`config.mk`:
```
export PLATFORM = sky130hd
export DESIGN_NAME = des_round
export DESIGN_NICKNAME = d
export VERILOG_FILES = /design/src/rtl/des_pkg.sv /design/src/rtl/des_round.sv
export SDC_FILE = /design/constraint.sdc
export NUM_CORES = 1
export LEC_CHECK = 0
export BUFFER_PORTS_ARGS = -buffer_cell sky130_fd_sc_hd__buf_2
export CAP_MARGIN = 10
export CORE_MARGIN = 5
export CORE_UTILIZATION = 40
export DETAILED_ROUTE_END_ITERATION = 8
export HOLD_SLACK_MARGIN = 0.05
export PLACE_DENSITY_LB_ADDON = 0.25
export SETUP_SLACK_MARGIN = 0.1
export SKIP_CTS_REPAIR_TIMING = 1
export SYNTH_ARGS = -nofsm -noshare
export SYNTH_HDL_FRONTEND = slang
export SYNTH_SLANG_ARGS = --single-unit
```
`constraint.sdc`:
```
create_clock -name clk -period 5.1 [get_ports clk]
set_input_delay 0.51 -clock clk [delete_from_list [all_inputs] [get_ports clk]]
set_output_delay 0.51 -clock clk [all_outputs]
set_load 0.005 [all_outputs]
```
`src/rtl/des_pkg.sv`:
```
// ----------------------------------------------------------------------------
// des_pkg
// DES constant tables, stage types and the permutation / round functions.
// ----------------------------------------------------------------------------
`default_nettype none

package des_pkg;

    localparam int NUM_ROUNDS = 16;

    typedef logic [47:0] des_subkey_t;

    // payload carried between round stages
    typedef struct packed {
        logic        func;
        logic [31:0] l;
        logic [31:0] r;
    } des_blk_t;

    localparam logic [6:0] IP_TBL [64] = '{
        7'd58, 7'd50, 7'd42, 7'd34, 7'd26, 7'd18, 7'd10, 7'd2,
        7'd60, 7'd52, 7'd44, 7'd36, 7'd28, 7'd20, 7'd12, 7'd4,
        7'd62, 7'd54, 7'd46, 7'd38, 7'd30, 7'd22, 7'd14, 7'd6,
        7'd64, 7'd56, 7'd48, 7'd40, 7'd32, 7'd24, 7'd16, 7'd8,
        7'd57, 7'd49, 7'd41, 7'd33, 7'd25, 7'd17, 7'd9,  7'd1,
        7'd59, 7'd51, 7'd43, 7'd35, 7'd27, 7'd19, 7'd11, 7'd3,
        7'd61, 7'd53, 7'd45, 7'd37, 7'd29, 7'd21, 7'd13, 7'd5,
        7'd63, 7'd55, 7'd47, 7'd39, 7'd31, 7'd23, 7'd15, 7'd7
    };

    localparam logic [6:0] FP_TBL [64] = '{
        7'd40, 7'd8, 7'd48, 7'd16, 7'd56, 7'd24, 7'd64, 7'd32,
        7'd39, 7'd7, 7'd47, 7'd15, 7'd55, 7'd23, 7'd63, 7'd31,
        7'd38, 7'd6, 7'd46, 7'd14, 7'd54, 7'd22, 7'd62, 7'd30,
        7'd37, 7'd5, 7'd45, 7'd13, 7'd53, 7'd21, 7'd61, 7'd29,
        7'd36, 7'd4, 7'd44, 7'd12, 7'd52, 7'd20, 7'd60, 7'd28,
        7'd35, 7'd3, 7'd43, 7'd11, 7'd51, 7'd19, 7'd59, 7'd27,
        7'd34, 7'd2, 7'd42, 7'd10, 7'd50, 7'd18, 7'd58, 7'd26,
        7'd33, 7'd1, 7'd41, 7'd9,  7'd49, 7'd17, 7'd57, 7'd25
    };

    localparam logic [5:0] E_TBL [48] = '{
        6'd32, 6'd1,  6'd2,  6'd3,  6'd4,  6'd5,
        6'd4,  6'd5,  6'd6,  6'd7,  6'd8,  6'd9,
        6'd8,  6'd9,  6'd10, 6'd11, 6'd12, 6'd13,
        6'd12, 6'd13, 6'd14, 6'd15, 6'd16, 6'd17,
        6'd16, 6'd17, 6'd18, 6'd19, 6'd20, 6'd21,
        6'd20, 6'd21, 6'd22, 6'd23, 6'd24, 6'd25,
        6'd24, 6'd25, 6'd26, 6'd27, 6'd28, 6'd29,
        6'd28, 6'd29, 6'd30, 6'd31, 6'd32, 6'd1
    };

    localparam logic [5:0] P_TBL [32] = '{
        6'd16, 6'd7,  6'd20, 6'd21, 6'd29, 6'd12, 6'd28, 6'd17,
        6'd1,  6'd15, 6'd23, 6'd26, 6'd5,  6'd18, 6'd31, 6'd10,
        6'd2,  6'd8,  6'd24, 6'd14, 6'd32, 6'd27, 6'd3,  6'd9,
        6'd19, 6'd13, 6'd30, 6'd6,  6'd22, 6'd11, 6'd4,  6'd25
    };

    localparam logic [6:0] PC1_TBL [56] = '{
        7'd57, 7'd49, 7'd41, 7'd33, 7'd25, 7'd17, 7'd9,
        7'd1,  7'd58, 7'd50, 7'd42, 7'd34, 7'd26, 7'd18,
        7'd10, 7'd2,  7'd59, 7'd51, 7'd43, 7'd35, 7'd27,
        7'd19, 7'd11, 7'd3,  7'd60, 7'd52, 7'd44, 7'd36,
        7'd63, 7'd55, 7'd47, 7'd39, 7'd31, 7'd23, 7'd15,
        7'd7,  7'd62, 7'd54, 7'd46, 7'd38, 7'd30, 7'd22,
        7'd14, 7'd6,  7'd61, 7'd53, 7'd45, 7'd37, 7'd29,
        7'd21, 7'd13, 7'd5,  7'd28, 7'd20, 7'd12, 7'd4
    };

    localparam logic [5:0] PC2_TBL [48] = '{
        6'd14, 6'd17, 6'd11, 6'd24, 6'd1,  6'd5,
        6'd3,  6'd28, 6'd15, 6'd6,  6'd21, 6'd10,
        6'd23, 6'd19, 6'd12, 6'd4,  6'd26, 6'd8,
        6'd16, 6'd7,  6'd27, 6'd20, 6'd13, 6'd2,
        6'd41, 6'd52, 6'd31, 6'd37, 6'd47, 6'd55,
        6'd30, 6'd40, 6'd51, 6'd45, 6'd33, 6'd48,
        6'd44, 6'd49, 6'd39, 6'd56, 6'd34, 6'd53,
        6'd46, 6'd42, 6'd50, 6'd36, 6'd29, 6'd32
    };

    // cumulative left rotation of C and D for each round
    localparam logic [4:0] ROT_TBL [16] = '{
        5'd1,  5'd2,  5'd4,  5'd6,  5'd8,  5'd10, 5'd12, 5'd14,
        5'd15, 5'd17, 5'd19, 5'd21, 5'd23, 5'd25, 5'd27, 5'd28
    };

    localparam logic [3:0] SBOX_TBL [8][64] = '{
        '{4'd14, 4'd4,  4'd13, 4'd1,  4'd2,  4'd15, 4'd11, 4'd8,
          4'd3,  4'd10, 4'd6,  4'd12, 4'd5,  4'd9,  4'd0,  4'd7,
          4'd0,  4'd15, 4'd7,  4'd4,  4'd14, 4'd2,  4'd13, 4'd1,
          4'd10, 4'd6,  4'd12, 4'd11, 4'd9,  4'd5,  4'd3,  4'd8,
          4'd4,  4'd1,  4'd14, 4'd8,  4'd13, 4'd6,  4'd2,  4'd11,
          4'd15, 4'd12, 4'd9,  4'd7,  4'd3,  4'd10, 4'd5,  4'd0,
          4'd15, 4'd12, 4'd8,  4'd2,  4'd4,  4'd9,  4'd1,  4'd7,
          4'd5,  4'd11, 4'd3,  4'd14, 4'd10, 4'd0,  4'd6,  4'd13},
        '{4'd15, 4'd1,  4'd8,  4'd14, 4'd6,  4'd11, 4'd3,  4'd4,
          4'd9,  4'd7,  4'd2,  4'd13, 4'd12, 4'd0,  4'd5,  4'd10,
          4'd3,  4'd13, 4'd4,  4'd7,  4'd15, 4'd2,  4'd8,  4'd14,
          4'd12, 4'd0,  4'd1,  4'd10, 4'd6,  4'd9,  4'd11, 4'd5,
          4'd0,  4'd14, 4'd7,  4'd11, 4'd10, 4'd4,  4'd13, 4'd1,
          4'd5,  4'd8,  4'd12, 4'd6,  4'd9,  4'd3,  4'd2,  4'd15,
          4'd13, 4'd8,  4'd10, 4'd1,  4'd3,  4'd15, 4'd4,  4'd2,
          4'd11, 4'd6,  4'd7,  4'd12, 4'd0,  4'd5,  4'd14, 4'd9},
        '{4'd10, 4'd0,  4'd9,  4'd14, 4'd6,  4'd3,  4'd15, 4'd5,
          4'd1,  4'd13, 4'd12, 4'd7,  4'd11, 4'd4,  4'd2,  4'd8,
          4'd13, 4'd7,  4'd0,  4'd9,  4'd3,  4'd4,  4'd6,  4'd10,
          4'd2,  4'd8,  4'd5,  4'd14, 4'd12, 4'd11, 4'd15, 4'd1,
          4'd13, 4'd6,  4'd4,  4'd9,  4'd8,  4'd15, 4'd3,  4'd0,
          4'd11, 4'd1,  4'd2,  4'd12, 4'd5,  4'd10, 4'd14, 4'd7,
          4'd1,  4'd10, 4'd13, 4'd0,  4'd6,  4'd9,  4'd8,  4'd7,
          4'd4,  4'd15, 4'd14, 4'd3,  4'd11, 4'd5,  4'd2,  4'd12},
        '{4'd7,  4'd13, 4'd14, 4'd3,  4'd0,  4'd6,  4'd9,  4'd10,
          4'd1,  4'd2,  4'd8,  4'd5,  4'd11, 4'd12, 4'd4,  4'd15,
          4'd13, 4'd8,  4'd11, 4'd5,  4'd6,  4'd15, 4'd0,  4'd3,
          4'd4,  4'd7,  4'd2,  4'd12, 4'd1,  4'd10, 4'd14, 4'd9,
          4'd10, 4'd6,  4'd9,  4'd0,  4'd12, 4'd11, 4'd7,  4'd13,
          4'd15, 4'd1,  4'd3,  4'd14, 4'd5,  4'd2,  4'd8,  4'd4,
          4'd3,  4'd15, 4'd0,  4'd6,  4'd10, 4'd1,  4'd13, 4'd8,
          4'd9,  4'd4,  4'd5,  4'd11, 4'd12, 4'd7,  4'd2,  4'd14},
        '{4'd2,  4'd12, 4'd4,  4'd1,  4'd7,  4'd10, 4'd11, 4'd6,
          4'd8,  4'd5,  4'd3,  4'd15, 4'd13, 4'd0,  4'd14, 4'd9,
          4'd14, 4'd11, 4'd2,  4'd12, 4'd4,  4'd7,  4'd13, 4'd1,
          4'd5,  4'd0,  4'd15, 4'd10, 4'd3,  4'd9,  4'd8,  4'd6,
          4'd4,  4'd2,  4'd1,  4'd11, 4'd10, 4'd13, 4'd7,  4'd8,
          4'd15, 4'd9,  4'd12, 4'd5,  4'd6,  4'd3,  4'd0,  4'd14,
          4'd11, 4'd8,  4'd12, 4'd7,  4'd1,  4'd14, 4'd2,  4'd13,
          4'd6,  4'd15, 4'd0,  4'd9,  4'd10, 4'd4,  4'd5,  4'd3},
        '{4'd12, 4'd1,  4'd10, 4'd15, 4'd9,  4'd2,  4'd6,  4'd8,
          4'd0,  4'd13, 4'd3,  4'd4,  4'd14, 4'd7,  4'd5,  4'd11,
          4'd10, 4'd15, 4'd4,  4'd2,  4'd7,  4'd12, 4'd9,  4'd5,
          4'd6,  4'd1,  4'd13, 4'd14, 4'd0,  4'd11, 4'd3,  4'd8,
          4'd9,  4'd14, 4'd15, 4'd5,  4'd2,  4'd8,  4'd12, 4'd3,
          4'd7,  4'd0,  4'd4,  4'd10, 4'd1,  4'd13, 4'd11, 4'd6,
          4'd4,  4'd3,  4'd2,  4'd12, 4'd9,  4'd5,  4'd15, 4'd10,
          4'd11, 4'd14, 4'd1,  4'd7,  4'd6,  4'd0,  4'd8,  4'd13},
        '{4'd4,  4'd11, 4'd2,  4'd14, 4'd15, 4'd0,  4'd8,  4'd13,
          4'd3,  4'd12, 4'd9,  4'd7,  4'd5,  4'd10, 4'd6,  4'd1,
          4'd13, 4'd0,  4'd11, 4'd7,  4'd4,  4'd9,  4'd1,  4'd10,
          4'd14, 4'd3,  4'd5,  4'd12, 4'd2,  4'd15, 4'd8,  4'd6,
          4'd1,  4'd4,  4'd11, 4'd13, 4'd12, 4'd3,  4'd7,  4'd14,
          4'd10, 4'd15, 4'd6,  4'd8,  4'd0,  4'd5,  4'd9,  4'd2,
          4'd6,  4'd11, 4'd13, 4'd8,  4'd1,  4'd4,  4'd10, 4'd7,
          4'd9,  4'd5,  4'd0,  4'd15, 4'd14, 4'd2,  4'd3,  4'd12},
        '{4'd13, 4'd2,  4'd8,  4'd4,  4'd6,  4'd15, 4'd11, 4'd1,
          4'd10, 4'd9,  4'd3,  4'd14, 4'd5,  4'd0,  4'd12, 4'd7,
          4'd1,  4'd15, 4'd13, 4'd8,  4'd10, 4'd3,  4'd7,  4'd4,
          4'd12, 4'd5,  4'd6,  4'd11, 4'd0,  4'd14, 4'd9,  4'd2,
          4'd7,  4'd11, 4'd4,  4'd1,  4'd9,  4'd12, 4'd14, 4'd2,
          4'd0,  4'd6,  4'd10, 4'd13, 4'd15, 4'd3,  4'd5,  4'd8,
          4'd2,  4'd1,  4'd14, 4'd7,  4'd4,  4'd10, 4'd8,  4'd13,
          4'd15, 4'd12, 4'd9,  4'd0,  4'd3,  4'd5,  4'd6,  4'd11}
    };

    // Table positions are 1-based, counted from the MSB of the source word.
    function automatic logic [63:0] perm_ip(logic [63:0] v);
        logic [63:0] r;
        for (int i = 0; i < 64; i++) r[63-i] = v[64-int'(IP_TBL[i])];
        return r;
    endfunction

    function automatic logic [63:0] perm_fp(logic [63:0] v);
        logic [63:0] r;
        for (int i = 0; i < 64; i++) r[63-i] = v[64-int'(FP_TBL[i])];
        return r;
    endfunction

    function automatic logic [47:0] perm_e(logic [31:0] v);
        logic [47:0] r;
        for (int i = 0; i < 48; i++) r[47-i] = v[32-int'(E_TBL[i])];
        return r;
    endfunction

    function automatic logic [31:0] perm_p(logic [31:0] v);
        logic [31:0] r;
        for (int i = 0; i < 32; i++) r[31-i] = v[32-int'(P_TBL[i])];
        return r;
    endfunction

    function automatic logic [55:0] perm_pc1(logic [63:0] v);
        logic [55:0] r;
        for (int i = 0; i < 56; i++) r[55-i] = v[64-int'(PC1_TBL[i])];
        return r;
    endfunction

    function automatic logic [47:0] perm_pc2(logic [55:0] v);
        logic [47:0] r;
        for (int i = 0; i < 48; i++) r[47-i] = v[56-int'(PC2_TBL[i])];
        return r;
    endfunction

    // constant-amount rotate left of a 28-bit half, s in 1..28
    function automatic logic [27:0] rotl28(logic [27:0] x, int s);
        logic [55:0] dbl;
        dbl = {x, x} >> (28 - s);
        return dbl[27:0];
    endfunction

    function automatic logic [31:0] feistel(logic [31:0] r, des_subkey_t k);
        logic [47:0] x;
        logic [5:0]  b;
        logic [31:0] o;
        x = perm_e(r) ^ k;
        for (int s = 0; s < 8; s++) begin
            b = x[47-6*s -: 6];
            o[31-4*s -: 4] = SBOX_TBL[s][{b[5], b[0], b[4:1]}];
        end
        return perm_p(o);
    endfunction

endpackage

`default_nettype wire

```
`src/rtl/des_round.sv`:
```
// ----------------------------------------------------------------------------
// des_round
// One Feistel round as a registered pipeline stage with valid/ready.
// ----------------------------------------------------------------------------
`default_nettype none

module des_round
    import des_pkg::*;
(
    input  wire logic        clk,
    input  wire logic        rst_n,
    input  wire logic        up_valid,
    output logic             up_ready,
    input  wire des_blk_t    up_blk,
    input  wire des_subkey_t enc_key,
    input  wire des_subkey_t dec_key,
    output logic             dn_valid,
    input  wire logic        dn_ready,
    output des_blk_t         dn_blk
);

    logic        valid_reg;
    des_blk_t    blk_reg;
    des_blk_t    blk_next;
    des_subkey_t rkey;

    assign up_ready = !valid_reg || dn_ready;
    assign rkey     = up_blk.func ? dec_key : enc_key;

    always_comb
    begin
        blk_next.func = up_blk.func;
        blk_next.l    = up_blk.r;
        blk_next.r    = up_blk.l ^ feistel(up_blk.r, rkey);
    end

    always_ff @(posedge clk or negedge rst_n)
    begin
        if (!rst_n)
        begin
            valid_reg <= 1'b0;
        end
        else if (up_ready)
        begin
            valid_reg <= up_valid;
        end
    end

    always_ff @(posedge clk)
    begin
        if (up_ready && up_valid)
        begin
            blk_reg <= blk_next;
        end
    end

    assign dn_valid = valid_reg;
    assign dn_blk   = blk_reg;

    a_hold: assert property (@(posedge clk) disable iff (!rst_n)
        valid_reg && !dn_ready |=> valid_reg && $stable(blk_reg))
        else $error("stalled stage lost or changed its beat");

    a_empty_ready: assert property (@(posedge clk) disable iff (!rst_n)
        !valid_reg |-> up_ready)
        else $error("empty stage refused a beat");

    a_bubble: assert property (@(posedge clk) disable iff (!rst_n)
        up_ready && !up_valid |=> !valid_reg)
        else $error("stage invented a beat");

endmodule

`default_nettype wire

```
==> key figures <==
Synth
  – Synth Area per Inst: about 9.8 µm²
  – Number of synthesized flops with an enable pin: 65
  – Yosys top cell area share: between 20% and 30%
  – Netlist Area Pre-Place: 0.00847 mm²
  – Dominant synthesized flop cell: edfxtp_1
  – Cell with the most instances after synthesis: mux2i_1
  – Yosys warns: 0
  – Sequential share of the synthesized area: 23.4%
  – Synth area leaders: edfxtp_1 23%, mux2i_1 11%, ha_1 9.2%
  – Leading area contributor after synthesis: edfxtp_1
  – Async SR Flop Fraction: under 10%
  – Mapped Cells: about 860
  – Register bit total from synthesis: 66
  – Mapped Nets: 1091
  – Top cells by count, synth: 94 x mux2i_1, 72 x nand2_1, 66 x xnor2_1
  – Count of cell types in the netlist: 79

STA
  – Final min period: 3430 ps
  – Worst Skew: 6.34 ps
  – Period utilisation layout: 67.3%
  – Fmax: approximately 0.29 GHz
  – Setup Viol. Count Final: 0
  – Worst Max-Slew Pin Slew: between 1000 and 1500 ps
  – Pins Over Slew Limit: 0
  – Setup TNS: 0 ps
  – Slew margin rel.: 19.9%
  – RSZ-0062 raised after global routing: no
  – Final Hold Violating Endpoints: 0

Clocking
  – CTS Buffer Depth: 2
  – Later-pin clock latency in the skew report: 340 ps
  – CTS Sinks: 66
  – Htree depth: 3
  – CTS root buf: clkbuf_16
  – CTS tree: built
  – CTS buffer count: 9
  – Worst-path clk slew: 60 ps

Placed design
  – Dpl hpwl: about 17000 µm
  – Cell area after placement: roughly 0.01 mm²
  – IO buf count: 231
  – Placer Congestion: 0.849

Drt
  – Met2 WL: ~11000 µm
  – Routed length per instance: 16.7 µm
  – M1 WL: 10200 µm
  – Met3 WL: 1340 µm
  – DR vias/cell: 5.39
  – Detail Route Antenna Nets: 0
  – DRT iter0 DRCs: 439
  – Drt first pass iters: 6
  – DRC viols: 0
  – Highest metal used: met4
  – Total number of vias: 7359
  – Detailed Route WL: about 23000 µm

Finish
  – Diodes inserted: 0
  – Fillers: between 2000 and 2500
  – Layout area overhead: 20.6%
  – Share of layout cells above drive strength 1: 31.1%
  – Fin nets: about 1300
  – Fin area: 0.0102 mm²

Global route
  – Number of global-route vias before repair: 6935
  – Grt ovf: 0
  – Gr usage total: 18.0%
  – Initial antenna violation count: 0
  – First-pass GRT wire length: 35700 µm
  – Largest net degree at the start of global routing: 66

Floorplan
  – Initial core utilization: 40.4%
  – Chip width: 155 µm
  – Die area: between 0.02 and 0.025 mm²
  – Row count: 53
  – Core area: 0.0210 mm²
  – Ports: roughly 230
  – Die H: 155 µm

Power
  – Pwr dens: 292 mW/mm²
  – Static Leak: 4.31 nW
  – Max rail drop VDD: 0.157 mV

Worst setup path
  – Worst Path Required: 5180 ps
  – CP max FO: 25
  – Worst Setup End Kind: register
  – CP Launch Type: input pin
  – Worst setup path category: input pin to register
  – Worst Path Arrival: ~3500 ps

Job
  – Maximum Capacitance Violations: 0

Status
  – Status: finished, final reports clean

Worst hold path
  – Worst Hold Class: input pin to register
==> worst max-delay path, stage by stage <==
cell	delay, ps
buf_4	420
buf_4	300
buf_4	250
mux2i_1	240
xnor2_1	140
buf_4	220
ha_1	360
inv_1	200
mux2i_1	100
a211o_1	320
a21oi_1	170
a31oi_1	80
xor2_1	190
==> per-layer routing <==
layer  global-route usage, %  up-vias
met3                    3.20       12
met2                    30.3      233
met1                    24.1     3427
li1                        -     3687
met5                       0        -
met4                    4.04        0
==> layout make-up <==
type / instances / area (µm²) / share of cell area [%]
clock buffers: 9 / 225 / 2.21
clock inverters: 7 / 141 / 1.38
inverters: 34 / 130 / 1.27
multi-input cells: 718 / 6040 / 59.2
flip-flops and latches: 66 / 1980 / 19.4
well taps: 275 / 344 / 3.37
repair buffers: 256 / 1350 / 13.2
==> sequential cells by signal, summed over array words and instances (netlist names) <==
register	count
dn_valid	1
dn_blk	65
==> final timing paths <==
check | start | to | slack [ps] | cells after the start
max | up_blk[64] | dn_blk[3] | 1670 | 13
min | up_blk[9] | dn_blk[41] | 370 | 1
max reg2reg | dn_valid | dn_blk[43] | 3410 | 2
min reg2reg | dn_valid | dn_valid | 550 | 2
max in group asynchronous | rst_n | dn_valid | 4550 | 2
min in group asynchronous | rst_n | dn_valid | 460 | 2
==> through the flow <==
stage / instances / util (%) / hold WS [ps] / setup WS [ps] / power, mW
floorplan: 864 / - / 214 / 1860 / 1.83
global placement: 1348 / 46.9 / 285 / 1380 / 2.18
detailed placement: 1348 / 46.9 / 286 / 1320 / 2.20
CTS: 1364 / 48.7 / -83.3 / 1690 / 3.00
global route: 1365 / 48.7 / 361 / 1430 / 3.19
finish: 1365 / 48.7 / 371 / 1670 / 2.98
==> cell families after synthesis <==
kind of cell             count (synthesis)  share of synthesized area [%]
AO/OA/AOI/OAI                          209                           17.6
XOR/XNOR                               126                           15.8
AND/OR/NAND/NOR                        192                           10.2
adder cells (fa/ha/maj)                 63                           9.28
buffers and inverters                   80                           5.29
flip-flops                              66                           23.4
multiplexers                           128                           18.5
==> placed cells by master (no fill, tap or decap), drive strengths merged, types with 5 or more instances in the layout <==
cell / instances
buf: 255
mux2i: 107
xnor2: 81
nand2: 72
edfxtp: 65
ha: 62
nor2: 47
xor2: 45
o21ai: 34
inv: 33
o211ai: 30
a21oi: 29
a211oi: 25
nand3: 24
nor3: 19
a31oi: 14
mux2: 12
o2111ai: 10
mux4: 9
clkbuf: 9
o22ai: 9
a221oi: 8
a311oi: 7
o311ai: 6
nor4: 5
and2: 5
==> report_power, final <==
group          switching, mW  leakage, nW  total (mW)  internal (mW)
Clock                  0.259        0.176       0.786          0.527
Combinational          0.835         3.51        1.49          0.653
Sequential            0.0151        0.630       0.707          0.692
Total                   1.11         4.31        2.98           1.87
No activity file was read; power rests on OpenSTA's default activity.
