`config.mk`:
```
export PLATFORM = sky130hd
export DESIGN_NAME = des_key_sched_flat
export DESIGN_NICKNAME = d
export VERILOG_FILES = /design/src/rtl/des_pkg.sv /design/src/rtl/des_if.sv /design/src/rtl/des_key_sched.sv /design/src/flat_wrapper.sv
export SDC_FILE = /design/constraint.sdc
export NUM_CORES = 1
export LEC_CHECK = 0
export ABC_AREA = 1
export BUFFER_PORTS_ARGS = -buffer_cell sky130_fd_sc_hd__buf_2
export CORE_AREA = 2 2 325 327
export CTS_CLUSTER_SIZE = 30
export DETAILED_ROUTE_END_ITERATION = 8
export DIE_AREA = 0 0 327 329
export PLACE_DENSITY = 0.3
export SETUP_SLACK_MARGIN = 0.05
export SLEW_MARGIN = 20
export SYNTH_ARGS = -nofsm -noshare
export SYNTH_HDL_FRONTEND = slang
export SYNTH_SLANG_ARGS = --single-unit
export TNS_END_PERCENT = 30
```
`constraint.sdc`:
```
create_clock -name clk -period 1.58 [get_ports clk]
set_input_delay 0.158 -clock clk [delete_from_list [all_inputs] [get_ports clk]]
set_output_delay 0.158 -clock clk [all_outputs]
set_load 0.03 [all_outputs]
```
`src/rtl/des_pkg.sv`:
```
// ----------------------------------------------------------------------------
// des_pkg
// DES constant tables, stage types and the permutation / round functions.
// ----------------------------------------------------------------------------
`default_nettype none

package des_pkg;

    localparam int NUM_ROUNDS = 16;

    typedef logic [47:0] des_subkey_t;

    // payload carried between round stages
    typedef struct packed {
        logic        func;
        logic [31:0] l;
        logic [31:0] r;
    } des_blk_t;

    localparam logic [6:0] IP_TBL [64] = '{
        7'd58, 7'd50, 7'd42, 7'd34, 7'd26, 7'd18, 7'd10, 7'd2,
        7'd60, 7'd52, 7'd44, 7'd36, 7'd28, 7'd20, 7'd12, 7'd4,
        7'd62, 7'd54, 7'd46, 7'd38, 7'd30, 7'd22, 7'd14, 7'd6,
        7'd64, 7'd56, 7'd48, 7'd40, 7'd32, 7'd24, 7'd16, 7'd8,
        7'd57, 7'd49, 7'd41, 7'd33, 7'd25, 7'd17, 7'd9,  7'd1,
        7'd59, 7'd51, 7'd43, 7'd35, 7'd27, 7'd19, 7'd11, 7'd3,
        7'd61, 7'd53, 7'd45, 7'd37, 7'd29, 7'd21, 7'd13, 7'd5,
        7'd63, 7'd55, 7'd47, 7'd39, 7'd31, 7'd23, 7'd15, 7'd7
    };

    localparam logic [6:0] FP_TBL [64] = '{
        7'd40, 7'd8, 7'd48, 7'd16, 7'd56, 7'd24, 7'd64, 7'd32,
        7'd39, 7'd7, 7'd47, 7'd15, 7'd55, 7'd23, 7'd63, 7'd31,
        7'd38, 7'd6, 7'd46, 7'd14, 7'd54, 7'd22, 7'd62, 7'd30,
        7'd37, 7'd5, 7'd45, 7'd13, 7'd53, 7'd21, 7'd61, 7'd29,
        7'd36, 7'd4, 7'd44, 7'd12, 7'd52, 7'd20, 7'd60, 7'd28,
        7'd35, 7'd3, 7'd43, 7'd11, 7'd51, 7'd19, 7'd59, 7'd27,
        7'd34, 7'd2, 7'd42, 7'd10, 7'd50, 7'd18, 7'd58, 7'd26,
        7'd33, 7'd1, 7'd41, 7'd9,  7'd49, 7'd17, 7'd57, 7'd25
    };

    localparam logic [5:0] E_TBL [48] = '{
        6'd32, 6'd1,  6'd2,  6'd3,  6'd4,  6'd5,
        6'd4,  6'd5,  6'd6,  6'd7,  6'd8,  6'd9,
        6'd8,  6'd9,  6'd10, 6'd11, 6'd12, 6'd13,
        6'd12, 6'd13, 6'd14, 6'd15, 6'd16, 6'd17,
        6'd16, 6'd17, 6'd18, 6'd19, 6'd20, 6'd21,
        6'd20, 6'd21, 6'd22, 6'd23, 6'd24, 6'd25,
        6'd24, 6'd25, 6'd26, 6'd27, 6'd28, 6'd29,
        6'd28, 6'd29, 6'd30, 6'd31, 6'd32, 6'd1
    };

    localparam logic [5:0] P_TBL [32] = '{
        6'd16, 6'd7,  6'd20, 6'd21, 6'd29, 6'd12, 6'd28, 6'd17,
        6'd1,  6'd15, 6'd23, 6'd26, 6'd5,  6'd18, 6'd31, 6'd10,
        6'd2,  6'd8,  6'd24, 6'd14, 6'd32, 6'd27, 6'd3,  6'd9,
        6'd19, 6'd13, 6'd30, 6'd6,  6'd22, 6'd11, 6'd4,  6'd25
    };

    localparam logic [6:0] PC1_TBL [56] = '{
        7'd57, 7'd49, 7'd41, 7'd33, 7'd25, 7'd17, 7'd9,
        7'd1,  7'd58, 7'd50, 7'd42, 7'd34, 7'd26, 7'd18,
        7'd10, 7'd2,  7'd59, 7'd51, 7'd43, 7'd35, 7'd27,
        7'd19, 7'd11, 7'd3,  7'd60, 7'd52, 7'd44, 7'd36,
        7'd63, 7'd55, 7'd47, 7'd39, 7'd31, 7'd23, 7'd15,
        7'd7,  7'd62, 7'd54, 7'd46, 7'd38, 7'd30, 7'd22,
        7'd14, 7'd6,  7'd61, 7'd53, 7'd45, 7'd37, 7'd29,
        7'd21, 7'd13, 7'd5,  7'd28, 7'd20, 7'd12, 7'd4
    };

    localparam logic [5:0] PC2_TBL [48] = '{
        6'd14, 6'd17, 6'd11, 6'd24, 6'd1,  6'd5,
        6'd3,  6'd28, 6'd15, 6'd6,  6'd21, 6'd10,
        6'd23, 6'd19, 6'd12, 6'd4,  6'd26, 6'd8,
        6'd16, 6'd7,  6'd27, 6'd20, 6'd13, 6'd2,
        6'd41, 6'd52, 6'd31, 6'd37, 6'd47, 6'd55,
        6'd30, 6'd40, 6'd51, 6'd45, 6'd33, 6'd48,
        6'd44, 6'd49, 6'd39, 6'd56, 6'd34, 6'd53,
        6'd46, 6'd42, 6'd50, 6'd36, 6'd29, 6'd32
    };

    // cumulative left rotation of C and D for each round
    localparam logic [4:0] ROT_TBL [16] = '{
        5'd1,  5'd2,  5'd4,  5'd6,  5'd8,  5'd10, 5'd12, 5'd14,
        5'd15, 5'd17, 5'd19, 5'd21, 5'd23, 5'd25, 5'd27, 5'd28
    };

    localparam logic [3:0] SBOX_TBL [8][64] = '{
        '{4'd14, 4'd4,  4'd13, 4'd1,  4'd2,  4'd15, 4'd11, 4'd8,
          4'd3,  4'd10, 4'd6,  4'd12, 4'd5,  4'd9,  4'd0,  4'd7,
          4'd0,  4'd15, 4'd7,  4'd4,  4'd14, 4'd2,  4'd13, 4'd1,
          4'd10, 4'd6,  4'd12, 4'd11, 4'd9,  4'd5,  4'd3,  4'd8,
          4'd4,  4'd1,  4'd14, 4'd8,  4'd13, 4'd6,  4'd2,  4'd11,
          4'd15, 4'd12, 4'd9,  4'd7,  4'd3,  4'd10, 4'd5,  4'd0,
          4'd15, 4'd12, 4'd8,  4'd2,  4'd4,  4'd9,  4'd1,  4'd7,
          4'd5,  4'd11, 4'd3,  4'd14, 4'd10, 4'd0,  4'd6,  4'd13},
        '{4'd15, 4'd1,  4'd8,  4'd14, 4'd6,  4'd11, 4'd3,  4'd4,
          4'd9,  4'd7,  4'd2,  4'd13, 4'd12, 4'd0,  4'd5,  4'd10,
          4'd3,  4'd13, 4'd4,  4'd7,  4'd15, 4'd2,  4'd8,  4'd14,
          4'd12, 4'd0,  4'd1,  4'd10, 4'd6,  4'd9,  4'd11, 4'd5,
          4'd0,  4'd14, 4'd7,  4'd11, 4'd10, 4'd4,  4'd13, 4'd1,
          4'd5,  4'd8,  4'd12, 4'd6,  4'd9,  4'd3,  4'd2,  4'd15,
          4'd13, 4'd8,  4'd10, 4'd1,  4'd3,  4'd15, 4'd4,  4'd2,
          4'd11, 4'd6,  4'd7,  4'd12, 4'd0,  4'd5,  4'd14, 4'd9},
        '{4'd10, 4'd0,  4'd9,  4'd14, 4'd6,  4'd3,  4'd15, 4'd5,
          4'd1,  4'd13, 4'd12, 4'd7,  4'd11, 4'd4,  4'd2,  4'd8,
          4'd13, 4'd7,  4'd0,  4'd9,  4'd3,  4'd4,  4'd6,  4'd10,
          4'd2,  4'd8,  4'd5,  4'd14, 4'd12, 4'd11, 4'd15, 4'd1,
          4'd13, 4'd6,  4'd4,  4'd9,  4'd8,  4'd15, 4'd3,  4'd0,
          4'd11, 4'd1,  4'd2,  4'd12, 4'd5,  4'd10, 4'd14, 4'd7,
          4'd1,  4'd10, 4'd13, 4'd0,  4'd6,  4'd9,  4'd8,  4'd7,
          4'd4,  4'd15, 4'd14, 4'd3,  4'd11, 4'd5,  4'd2,  4'd12},
        '{4'd7,  4'd13, 4'd14, 4'd3,  4'd0,  4'd6,  4'd9,  4'd10,
          4'd1,  4'd2,  4'd8,  4'd5,  4'd11, 4'd12, 4'd4,  4'd15,
          4'd13, 4'd8,  4'd11, 4'd5,  4'd6,  4'd15, 4'd0,  4'd3,
          4'd4,  4'd7,  4'd2,  4'd12, 4'd1,  4'd10, 4'd14, 4'd9,
          4'd10, 4'd6,  4'd9,  4'd0,  4'd12, 4'd11, 4'd7,  4'd13,
          4'd15, 4'd1,  4'd3,  4'd14, 4'd5,  4'd2,  4'd8,  4'd4,
          4'd3,  4'd15, 4'd0,  4'd6,  4'd10, 4'd1,  4'd13, 4'd8,
          4'd9,  4'd4,  4'd5,  4'd11, 4'd12, 4'd7,  4'd2,  4'd14},
        '{4'd2,  4'd12, 4'd4,  4'd1,  4'd7,  4'd10, 4'd11, 4'd6,
          4'd8,  4'd5,  4'd3,  4'd15, 4'd13, 4'd0,  4'd14, 4'd9,
          4'd14, 4'd11, 4'd2,  4'd12, 4'd4,  4'd7,  4'd13, 4'd1,
          4'd5,  4'd0,  4'd15, 4'd10, 4'd3,  4'd9,  4'd8,  4'd6,
          4'd4,  4'd2,  4'd1,  4'd11, 4'd10, 4'd13, 4'd7,  4'd8,
          4'd15, 4'd9,  4'd12, 4'd5,  4'd6,  4'd3,  4'd0,  4'd14,
          4'd11, 4'd8,  4'd12, 4'd7,  4'd1,  4'd14, 4'd2,  4'd13,
          4'd6,  4'd15, 4'd0,  4'd9,  4'd10, 4'd4,  4'd5,  4'd3},
        '{4'd12, 4'd1,  4'd10, 4'd15, 4'd9,  4'd2,  4'd6,  4'd8,
          4'd0,  4'd13, 4'd3,  4'd4,  4'd14, 4'd7,  4'd5,  4'd11,
          4'd10, 4'd15, 4'd4,  4'd2,  4'd7,  4'd12, 4'd9,  4'd5,
          4'd6,  4'd1,  4'd13, 4'd14, 4'd0,  4'd11, 4'd3,  4'd8,
          4'd9,  4'd14, 4'd15, 4'd5,  4'd2,  4'd8,  4'd12, 4'd3,
          4'd7,  4'd0,  4'd4,  4'd10, 4'd1,  4'd13, 4'd11, 4'd6,
          4'd4,  4'd3,  4'd2,  4'd12, 4'd9,  4'd5,  4'd15, 4'd10,
          4'd11, 4'd14, 4'd1,  4'd7,  4'd6,  4'd0,  4'd8,  4'd13},
        '{4'd4,  4'd11, 4'd2,  4'd14, 4'd15, 4'd0,  4'd8,  4'd13,
          4'd3,  4'd12, 4'd9,  4'd7,  4'd5,  4'd10, 4'd6,  4'd1,
          4'd13, 4'd0,  4'd11, 4'd7,  4'd4,  4'd9,  4'd1,  4'd10,
          4'd14, 4'd3,  4'd5,  4'd12, 4'd2,  4'd15, 4'd8,  4'd6,
          4'd1,  4'd4,  4'd11, 4'd13, 4'd12, 4'd3,  4'd7,  4'd14,
          4'd10, 4'd15, 4'd6,  4'd8,  4'd0,  4'd5,  4'd9,  4'd2,
          4'd6,  4'd11, 4'd13, 4'd8,  4'd1,  4'd4,  4'd10, 4'd7,
          4'd9,  4'd5,  4'd0,  4'd15, 4'd14, 4'd2,  4'd3,  4'd12},
        '{4'd13, 4'd2,  4'd8,  4'd4,  4'd6,  4'd15, 4'd11, 4'd1,
          4'd10, 4'd9,  4'd3,  4'd14, 4'd5,  4'd0,  4'd12, 4'd7,
          4'd1,  4'd15, 4'd13, 4'd8,  4'd10, 4'd3,  4'd7,  4'd4,
          4'd12, 4'd5,  4'd6,  4'd11, 4'd0,  4'd14, 4'd9,  4'd2,
          4'd7,  4'd11, 4'd4,  4'd1,  4'd9,  4'd12, 4'd14, 4'd2,
          4'd0,  4'd6,  4'd10, 4'd13, 4'd15, 4'd3,  4'd5,  4'd8,
          4'd2,  4'd1,  4'd14, 4'd7,  4'd4,  4'd10, 4'd8,  4'd13,
          4'd15, 4'd12, 4'd9,  4'd0,  4'd3,  4'd5,  4'd6,  4'd11}
    };

    // Table positions are 1-based, counted from the MSB of the source word.
    function automatic logic [63:0] perm_ip(logic [63:0] v);
        logic [63:0] r;
        for (int i = 0; i < 64; i++) r[63-i] = v[64-int'(IP_TBL[i])];
        return r;
    endfunction

    function automatic logic [63:0] perm_fp(logic [63:0] v);
        logic [63:0] r;
        for (int i = 0; i < 64; i++) r[63-i] = v[64-int'(FP_TBL[i])];
        return r;
    endfunction

    function automatic logic [47:0] perm_e(logic [31:0] v);
        logic [47:0] r;
        for (int i = 0; i < 48; i++) r[47-i] = v[32-int'(E_TBL[i])];
        return r;
    endfunction

    function automatic logic [31:0] perm_p(logic [31:0] v);
        logic [31:0] r;
        for (int i = 0; i < 32; i++) r[31-i] = v[32-int'(P_TBL[i])];
        return r;
    endfunction

    function automatic logic [55:0] perm_pc1(logic [63:0] v);
        logic [55:0] r;
        for (int i = 0; i < 56; i++) r[55-i] = v[64-int'(PC1_TBL[i])];
        return r;
    endfunction

    function automatic logic [47:0] perm_pc2(logic [55:0] v);
        logic [47:0] r;
        for (int i = 0; i < 48; i++) r[47-i] = v[56-int'(PC2_TBL[i])];
        return r;
    endfunction

    // constant-amount rotate left of a 28-bit half, s in 1..28
    function automatic logic [27:0] rotl28(logic [27:0] x, int s);
        logic [55:0] dbl;
        dbl = {x, x} >> (28 - s);
        return dbl[27:0];
    endfunction

    function automatic logic [31:0] feistel(logic [31:0] r, des_subkey_t k);
        logic [47:0] x;
        logic [5:0]  b;
        logic [31:0] o;
        x = perm_e(r) ^ k;
        for (int s = 0; s < 8; s++) begin
            b = x[47-6*s -: 6];
            o[31-4*s -: 4] = SBOX_TBL[s][{b[5], b[0], b[4:1]}];
        end
        return perm_p(o);
    endfunction

endpackage

`default_nettype wire

```
`src/rtl/des_if.sv`:
```
// ----------------------------------------------------------------------------
// des_if
// Valid/ready channels: input blocks, result blocks and key writes.
// ----------------------------------------------------------------------------
`default_nettype none


interface des_cfg_if;
    logic        valid;
    logic        ready;
    logic [63:0] key;

    modport source (output valid, output key, input ready);
    modport sink   (input valid, input key, output ready);
endinterface

`default_nettype wire

```
`src/rtl/des_key_sched.sv`:
```
// ----------------------------------------------------------------------------
// des_key_sched
// Key register and the sixteen round subkeys (PC1, rotations, PC2).
// ----------------------------------------------------------------------------
`default_nettype none

module des_key_sched
    import des_pkg::*;
(
    input  wire logic   clk,
    input  wire logic   rst_n,
    des_cfg_if.sink     cfg,
    output des_subkey_t subkey [NUM_ROUNDS]
);

    logic [63:0] key_reg;
    logic [55:0] cd;

    assign cfg.ready = 1'b1;

    always_ff @(posedge clk or negedge rst_n)
    begin
        if (!rst_n)
        begin
            key_reg <= '0;
        end
        else if (cfg.valid)
        begin
            key_reg <= cfg.key;
        end
    end

    assign cd = perm_pc1(key_reg);

    // rotations are cumulative per round, so each subkey is pure wiring
    for (genvar i = 0; i < NUM_ROUNDS; i++)
    begin : g_sub
        assign subkey[i] = perm_pc2({rotl28(cd[55:28], int'(ROT_TBL[i])),
                                     rotl28(cd[27:0],  int'(ROT_TBL[i]))});
    end

endmodule

`default_nettype wire

```
`src/flat_wrapper.sv`:
```
// flat-port wrapper written by rule: the top's interface ports become plain ports
module des_key_sched_flat import des_pkg::*;
  (clk, rst_n, subkey, cfg_valid, cfg_key, cfg_ready);
  des_cfg_if cfg_i ();
  input  wire logic clk;
  input  wire logic rst_n;
  output des_subkey_t subkey[NUM_ROUNDS];
  input wire logic [$bits(cfg_i.valid)-1:0] cfg_valid;
  input wire logic [$bits(cfg_i.key)-1:0] cfg_key;
  output wire logic [$bits(cfg_i.ready)-1:0] cfg_ready;
  assign cfg_i.valid = cfg_valid;
  assign cfg_i.key = cfg_key;
  assign cfg_ready = cfg_i.ready;
  des_key_sched u_core (.clk(clk), .rst_n(rst_n), .cfg(cfg_i), .subkey(subkey));
endmodule
```
==> results of run 1 <==
-- cell type report --
class | instances | area (µm²) | area share
timing repair buffer | 902 | 4880 | 0.5491
tap | 1391 | 1740 | 0.1958
sequential | 56 | 1431 | 0.1611
multi-input combinational | 169 | 634.4 | 0.07138
clock buffer | 7 | 152.6 | 0.01718
clock inverter | 1 | 30.03 | 0.003379
antenna | 5 | 12.51 | 0.001408
inverter | 1 | 6.256 | 0.0007039
-- Yosys cell counts, drive strengths merged --
| cell | number | area (µm²) |
|---|---|---|
| buf | 725 | 5468 |
| conb | 1 | 3.750 |
| dfrtp | 56 | 1401 |
| inv | 1 | 3.750 |
| nand2 | 168 | 630.6 |
-- repair_timing --
action | CTS | global route
resized for setup | 20 | 5
setup endpoints to repair | 225 | 105
cloned | 0 | 0
pin swaps | 0 | 0
hold endpoints to repair | 112 | 0
hold buffers | 57 | 0
-- metal layers --
metal  track usage  up-vias  wire (µm)  share of wire
li1              -     2510          -              -
met1       0.04952     2269      10610           0.43
met2       0.06835      412      11820           0.48
met3       0.01313       16       1967          0.079
met4       0.01466        8        337          0.014
met5             0        -         47         0.0019
-- per-stage QoR --
step	std cells	hold WS [ps]	area [µm²]	setup WS, ps
after global placement	2462	197.4	8089	395.2
after detailed placement	2462	198.9	8089	389.5
after floorplan	951	-137.6	7507	464.3
final	2532	238.3	8887	139.8
after CTS	2527	207.6	8867	56.22
after global routing	2527	231.9	8875	32.02
-- path summary, 6_finish.rpt --
path	slack, ps	cells past startpoint	to	from
max	140	2	subkey[617]	u_core.key_reg[6]$_DFFE_PN0P_
min	240	5	u_core.key_reg[18]$_DFFE_PN0P_	cfg_valid
max reg2reg	740	2	u_core.key_reg[59]$_DFFE_PN0P_	u_core.key_reg[59]$_DFFE_PN0P_
min reg2reg	480	2	u_core.key_reg[42]$_DFFE_PN0P_	u_core.key_reg[42]$_DFFE_PN0P_
max in group asynchronous	860	3	u_core.key_reg[12]$_DFFE_PN0P_	rst_n
min in group asynchronous	330	3	u_core.key_reg[33]$_DFFE_PN0P_	rst_n
-- where the power goes --
| part | total [mW] | internal (mW) | leakage, nW | switching, mW |
|---|---|---|---|---|
| logic | 6.01 | 1.40 | 4.35 | 4.61 |
| registers | 1.97 | 1.57 | 0.655 | 0.406 |
| clock network | 1.66 | 0.846 | 0.0902 | 0.816 |
| total | 9.64 | 3.82 | 5.10 | 5.83 |
-- cells by family (layout without fill, tap and decap cells) --
logic type,Yosys count,count (layout),share of synthesized area
buffers and inverters,726,911,0.7288
other,1,6,0.0004995
and+or+nand+nor,168,168,0.08400
DFF,56,56,0.1867
-- worst reg2reg max path, cell delays in order, from the launching register on --
cell     delay (ps)
dfrtp_1         620
nand2_1         100
nand2_1          70
==> reports/metrics.csv, run 1 <==
stage,metric,value,unit
logic_synthesis,ys_warn_count,0,
cts,cts_tree,done,
power,irDropWorstVdd,0.5172,mV
cts,root_buffer,clkbuf_16,
logic_synthesis,yosysUniqueCellTypes,7,
worst_setup_path,path_delay_family,buffers and inverters,
grt,grt_max_degree,57,
cts,clk_latency,360,ps
sta,min_period,1440,ps
grt,antenna_found_initial,7,
hold_path,hold_class,input port to flop,
cts,cts_buffers,5,
cts,htreeDepth,2,
sta,fin_skew,0,ps
status,status,"complete, no violations",
cts,clockBufferDepth,2,
power,power_per_cell_area,1085,nW/µm²
placement,gp_congestion,0.6151,
finish,layout_common_cells,"823 x buf_2, 168 x nand2_1, 57 x dlygate4sd3_1",
logic_synthesis,synth_nets,1018,
flow_run,cap_violations,0,
sta,post-route-period-util,0.9115,
finish,syn_to_final_growth,18.38,%
route,wl,24.78,mm
worst_setup_path,critPathKind,flop to output pin,
route,wl_per_cell,9.788,µm
finish,drive_gt1_frac,0.7729,
route,ant_nets,0,
floorplan,die_area,107600,µm²
floorplan,core.rowCount,119,
logic_synthesis,synth_area_per_cell,7.894,µm²
cts,post_cts.repair.setup_buffers,0,
floorplan,die_h,329,µm
finish,largest_reg_flops,56,
logic_synthesis,synth-seq-area-share,0.1867,
route,drcViolationCount,0,
cts,clk_pin_slew,100,ps
route,firstDrtPassIters,4,
logic_synthesis,syn_area,7507,µm²
grt,grt_pass1_wl,30.31,mm
floorplan,core_area,104400,µm²
finish,n_fill_cell,12270,
worst_setup_path,crit_chain,buf_4 -> buf_2,
floorplan,die_w,327,µm
worst_setup_path,path_max_fanout,9,
sta,rsz0062_at_grt,true,
placement,port-buffer-count,826,
worst_setup_path,cp.buffers_inverters,2,
worst_setup_path,cp_slowest_stage_delay,430,ps
finish,final_common_cell,buf_2,
floorplan,start_util,0.07193,
worst_setup_path,start_kind,flop,
power,finalPower,9.643,mW
sta,drv_slew,0,
route,drt_iter0_drc,127,
grt,grt.overflow.total,0,
finish,final_core_util,0.08515,
logic_synthesis,synth_cells,951,
finish,final_nets,1202,
power,p_leak,5.095,nW
sta,clock.fmax,694.4,MHz
worst_setup_path,cpMaxStageDelayCell,dfrtp_1,
worst_setup_path,cp-end-kind,output pin,
worst_setup_path,arrival,1280,ps
worst_setup_path,cp.required,1420,ps
grt,grt_pass1_vias,3896,
sta,setup_violations,0,
sta,setup_tns,0,ps
logic_synthesis,ys_ff_latch,56,
placement,dp_hpwl,20.43,mm
floorplan,ios,836,
grt,track_usage,0.04107,
cts,clock_sinks,56,
sta,finalHoldViolCount,0,
route,num_vias,5215,
route,avgViaCountPerCell,2.060,
(Power assumes the default switching activity.)
==> run 2, diff against run 1 <==
- PLACE_DENSITY: 0.3 -> 0.31
==> reports/metrics.csv, run 2 (synthesized netlist as in run 1, its figures left out) <==
stage,metric,value,unit,change
status,status,"complete, no violations",,
sta,setup_violations,0,,unchanged
worst_setup_path,cp_num_cells,2,,unchanged
route,firstDrtPassIters,4,,unchanged
floorplan,core_area,104400,µm²,unchanged
cts,root_buffer,clkbuf_16,,
hold_path,hold_path_depth,3,,-2
worst_setup_path,cp_slowest_stage_delay,580,ps,+150 ps
finish,final_nets,1205,,+0.25%
floorplan,start_util,0.07193,,unchanged
floorplan,core.rowCount,119,,unchanged
finish,drive_gt1_frac,0.7691,,-0.003792
finish,final_common_cell,buf_2,,
worst_setup_path,reg2reg_depth,3,,+1
route,ant_nets,0,,unchanged
sta,rsz0062_at_grt,true,,
floorplan,die_w,327,µm,unchanged
route,wl,24.25,mm,-2.2%
worst_setup_path,crit_chain,buf_12 -> buf_2,,
placement,dp_hpwl,19.36,mm,-5.3%
grt,antenna_found_initial,10,,+3
power,p_leak,5.105,nW,+0.19%
worst_setup_path,path_max_fanout,13,,+4
grt,grt_pass1_wl,29.61,mm,-2.3%
floorplan,die_area,107600,µm²,unchanged
finish,final_core_util,0.08518,,about the same
finish,instances_no_fill,2534,,+0.079%
power,irDropWorstVdd,0.3386,mV,-35%
sta,clock.fmax,674.6,MHz,-2.9%
finish,layout_common_cells,"824 x buf_2, 168 x nand2_1, 56 x dlygate4sd3_1",,
grt,grt.overflow.total,0,,unchanged
worst_setup_path,cp-end-kind,output pin,,
route,drcViolationCount,0,,unchanged
worst_setup_path,start_kind,flop,,
cts,clk_pin_slew,100,ps,about the same
worst_setup_path,cp.buffers_inverters,2,,unchanged
cts,cts_tree,done,,
worst_setup_path,cpMaxStageDelayCell,dfrtp_1,,
grt,grt_util_met2,0.06623,,-0.002119
worst_setup_path,cp.required,1420,ps,about the same
power,finalPower,9.440,mW,-2.1%
cts,clk_latency,360,ps,about the same
grt,grtUsageMet3,0.01090,,-0.002228
worst_setup_path,path_delay_family,flip-flops,,
flow_run,cap_violations,0,,unchanged
grt,use_met1,0.04930,,-0.0002213
placement,dp_cells,2466,,+0.16%
finish,largest_reg_flops,56,,unchanged
cts,clock_sinks,56,,unchanged
grt,grt-busiest-layer,met2,,
sta,post-route-period-util,0.9383,,+0.02675
sta,finalHoldViolCount,0,,unchanged
worst_setup_path,arrival,1320,ps,+40 ps
finish,syn_to_final_growth,18.43,%,about the same
cts,cts_buffers,5,,unchanged
hold_path,hold_class,input port to flop,,
cts,clockBufferDepth,2,,unchanged
route,drt_iter0_drc,71,,-44%
sta,min_period,1482,ps,+42.26 ps
sta,drv_slew,0,,unchanged
placement,gp_congestion,0.6003,,-2.4%
floorplan,ios,836,,unchanged
floorplan,die_h,329,µm,unchanged
grt,grt_max_degree,57,,unchanged
sta,setup_tns,0,ps,unchanged
route,num_vias,5242,,+0.52%
grt,grt_pass1_vias,3845,,-1.3%
route,wl_per_cell,9.569,µm,-2.2%
power,power_per_cell_area,1062,nW/µm²,-2.1%
placement,port-buffer-count,826,,unchanged
route,avgViaCountPerCell,2.069,,+0.44%
worst_setup_path,critPathKind,flop to output pin,,
grt,track_usage,0.03985,,-0.001219
cts,htreeDepth,2,,unchanged
sta,fin_skew,0,ps,unchanged
## run 2: cell count changes in the layout (fill, tap and decap cells not counted), sizes merged
cell | previous run | this run
bufinv | 1 | 0
clkinvlp | 0 | 2
buf | 844 | 849
dlygate4sd3 | 57 | 56
clkbuf | 8 | 6
diode | 5 | 4
## run 2: worst register-to-register path, delay by kind of cell, from the launching register on
kind          cells  cell delay [ps]
flops             1              530
buf+inv           1              210
simple gates      2              110
## run 2: cell type report
class	instances	area [µm²]
antenna	4	10.01
clock buffer	6	138.9
clock inverter	2	15.01
fill	12250	95480
inverter	1	6.256
multi-input combinational	169	634.4
sequential	56	1424
tap	1391	1740
timing repair buffer	905	4922
## run 2: stage by stage
step,hold WS (ps),cell area (µm²),setup slack (ps)
global route,45.09,8884,45.01
finish,26.28,8891,97.55
detailed placement,203.8,8144,384.0
global placement,200.3,8144,409.9
CTS,1.913,8880,62.24
floorplan,-137.6,7507,464.3
## run 2: where the power goes
part / internal [mW] / switching (mW) / leakage, nW / total (mW)
combinational: 1.43 / 4.64 / 4.37 / 6.07
clock: 0.641 / 0.807 / 0.0691 / 1.45
sequential: 1.56 / 0.360 / 0.662 / 1.92
total: 3.63 / 5.81 / 5.10 / 9.44
## run 2: what timing repair did
action / CTS / global route
hold buffers: 56 / 0
endpoints found under the setup margin: 158 / 17
cloned: 0 / 0
buffers inserted: 0 / 0
resized for setup: 17 / 1
endpoints found under the hold margin: 111 / 0
## run 2: final timing paths
path | startpoint | to | slack [ps]
max | u_core.key_reg[63]$_DFFE_PN0P_ | subkey[322] | 100
min | cfg_key[60] | u_core.key_reg[60]$_DFFE_PN0P_ | 30
max reg2reg | u_core.key_reg[63]$_DFFE_PN0P_ | u_core.key_reg[63]$_DFFE_PN0P_ | 630
min reg2reg | u_core.key_reg[53]$_DFFE_PN0P_ | u_core.key_reg[53]$_DFFE_PN0P_ | 480
max in group asynchronous | rst_n | u_core.key_reg[7]$_DFFE_PN0P_ | 850
min in group asynchronous | rst_n | u_core.key_reg[41]$_DFFE_PN0P_ | 350
## run 2: routing by layer
| metal | wire, µm | part of all wire |
|---|---|---|
| met2 | 11570 | 0.48 |
| met1 | 10310 | 0.43 |
| met5 | 13 | 0.00054 |
| met3 | 2035 | 0.084 |
| met4 | 322 | 0.013 |
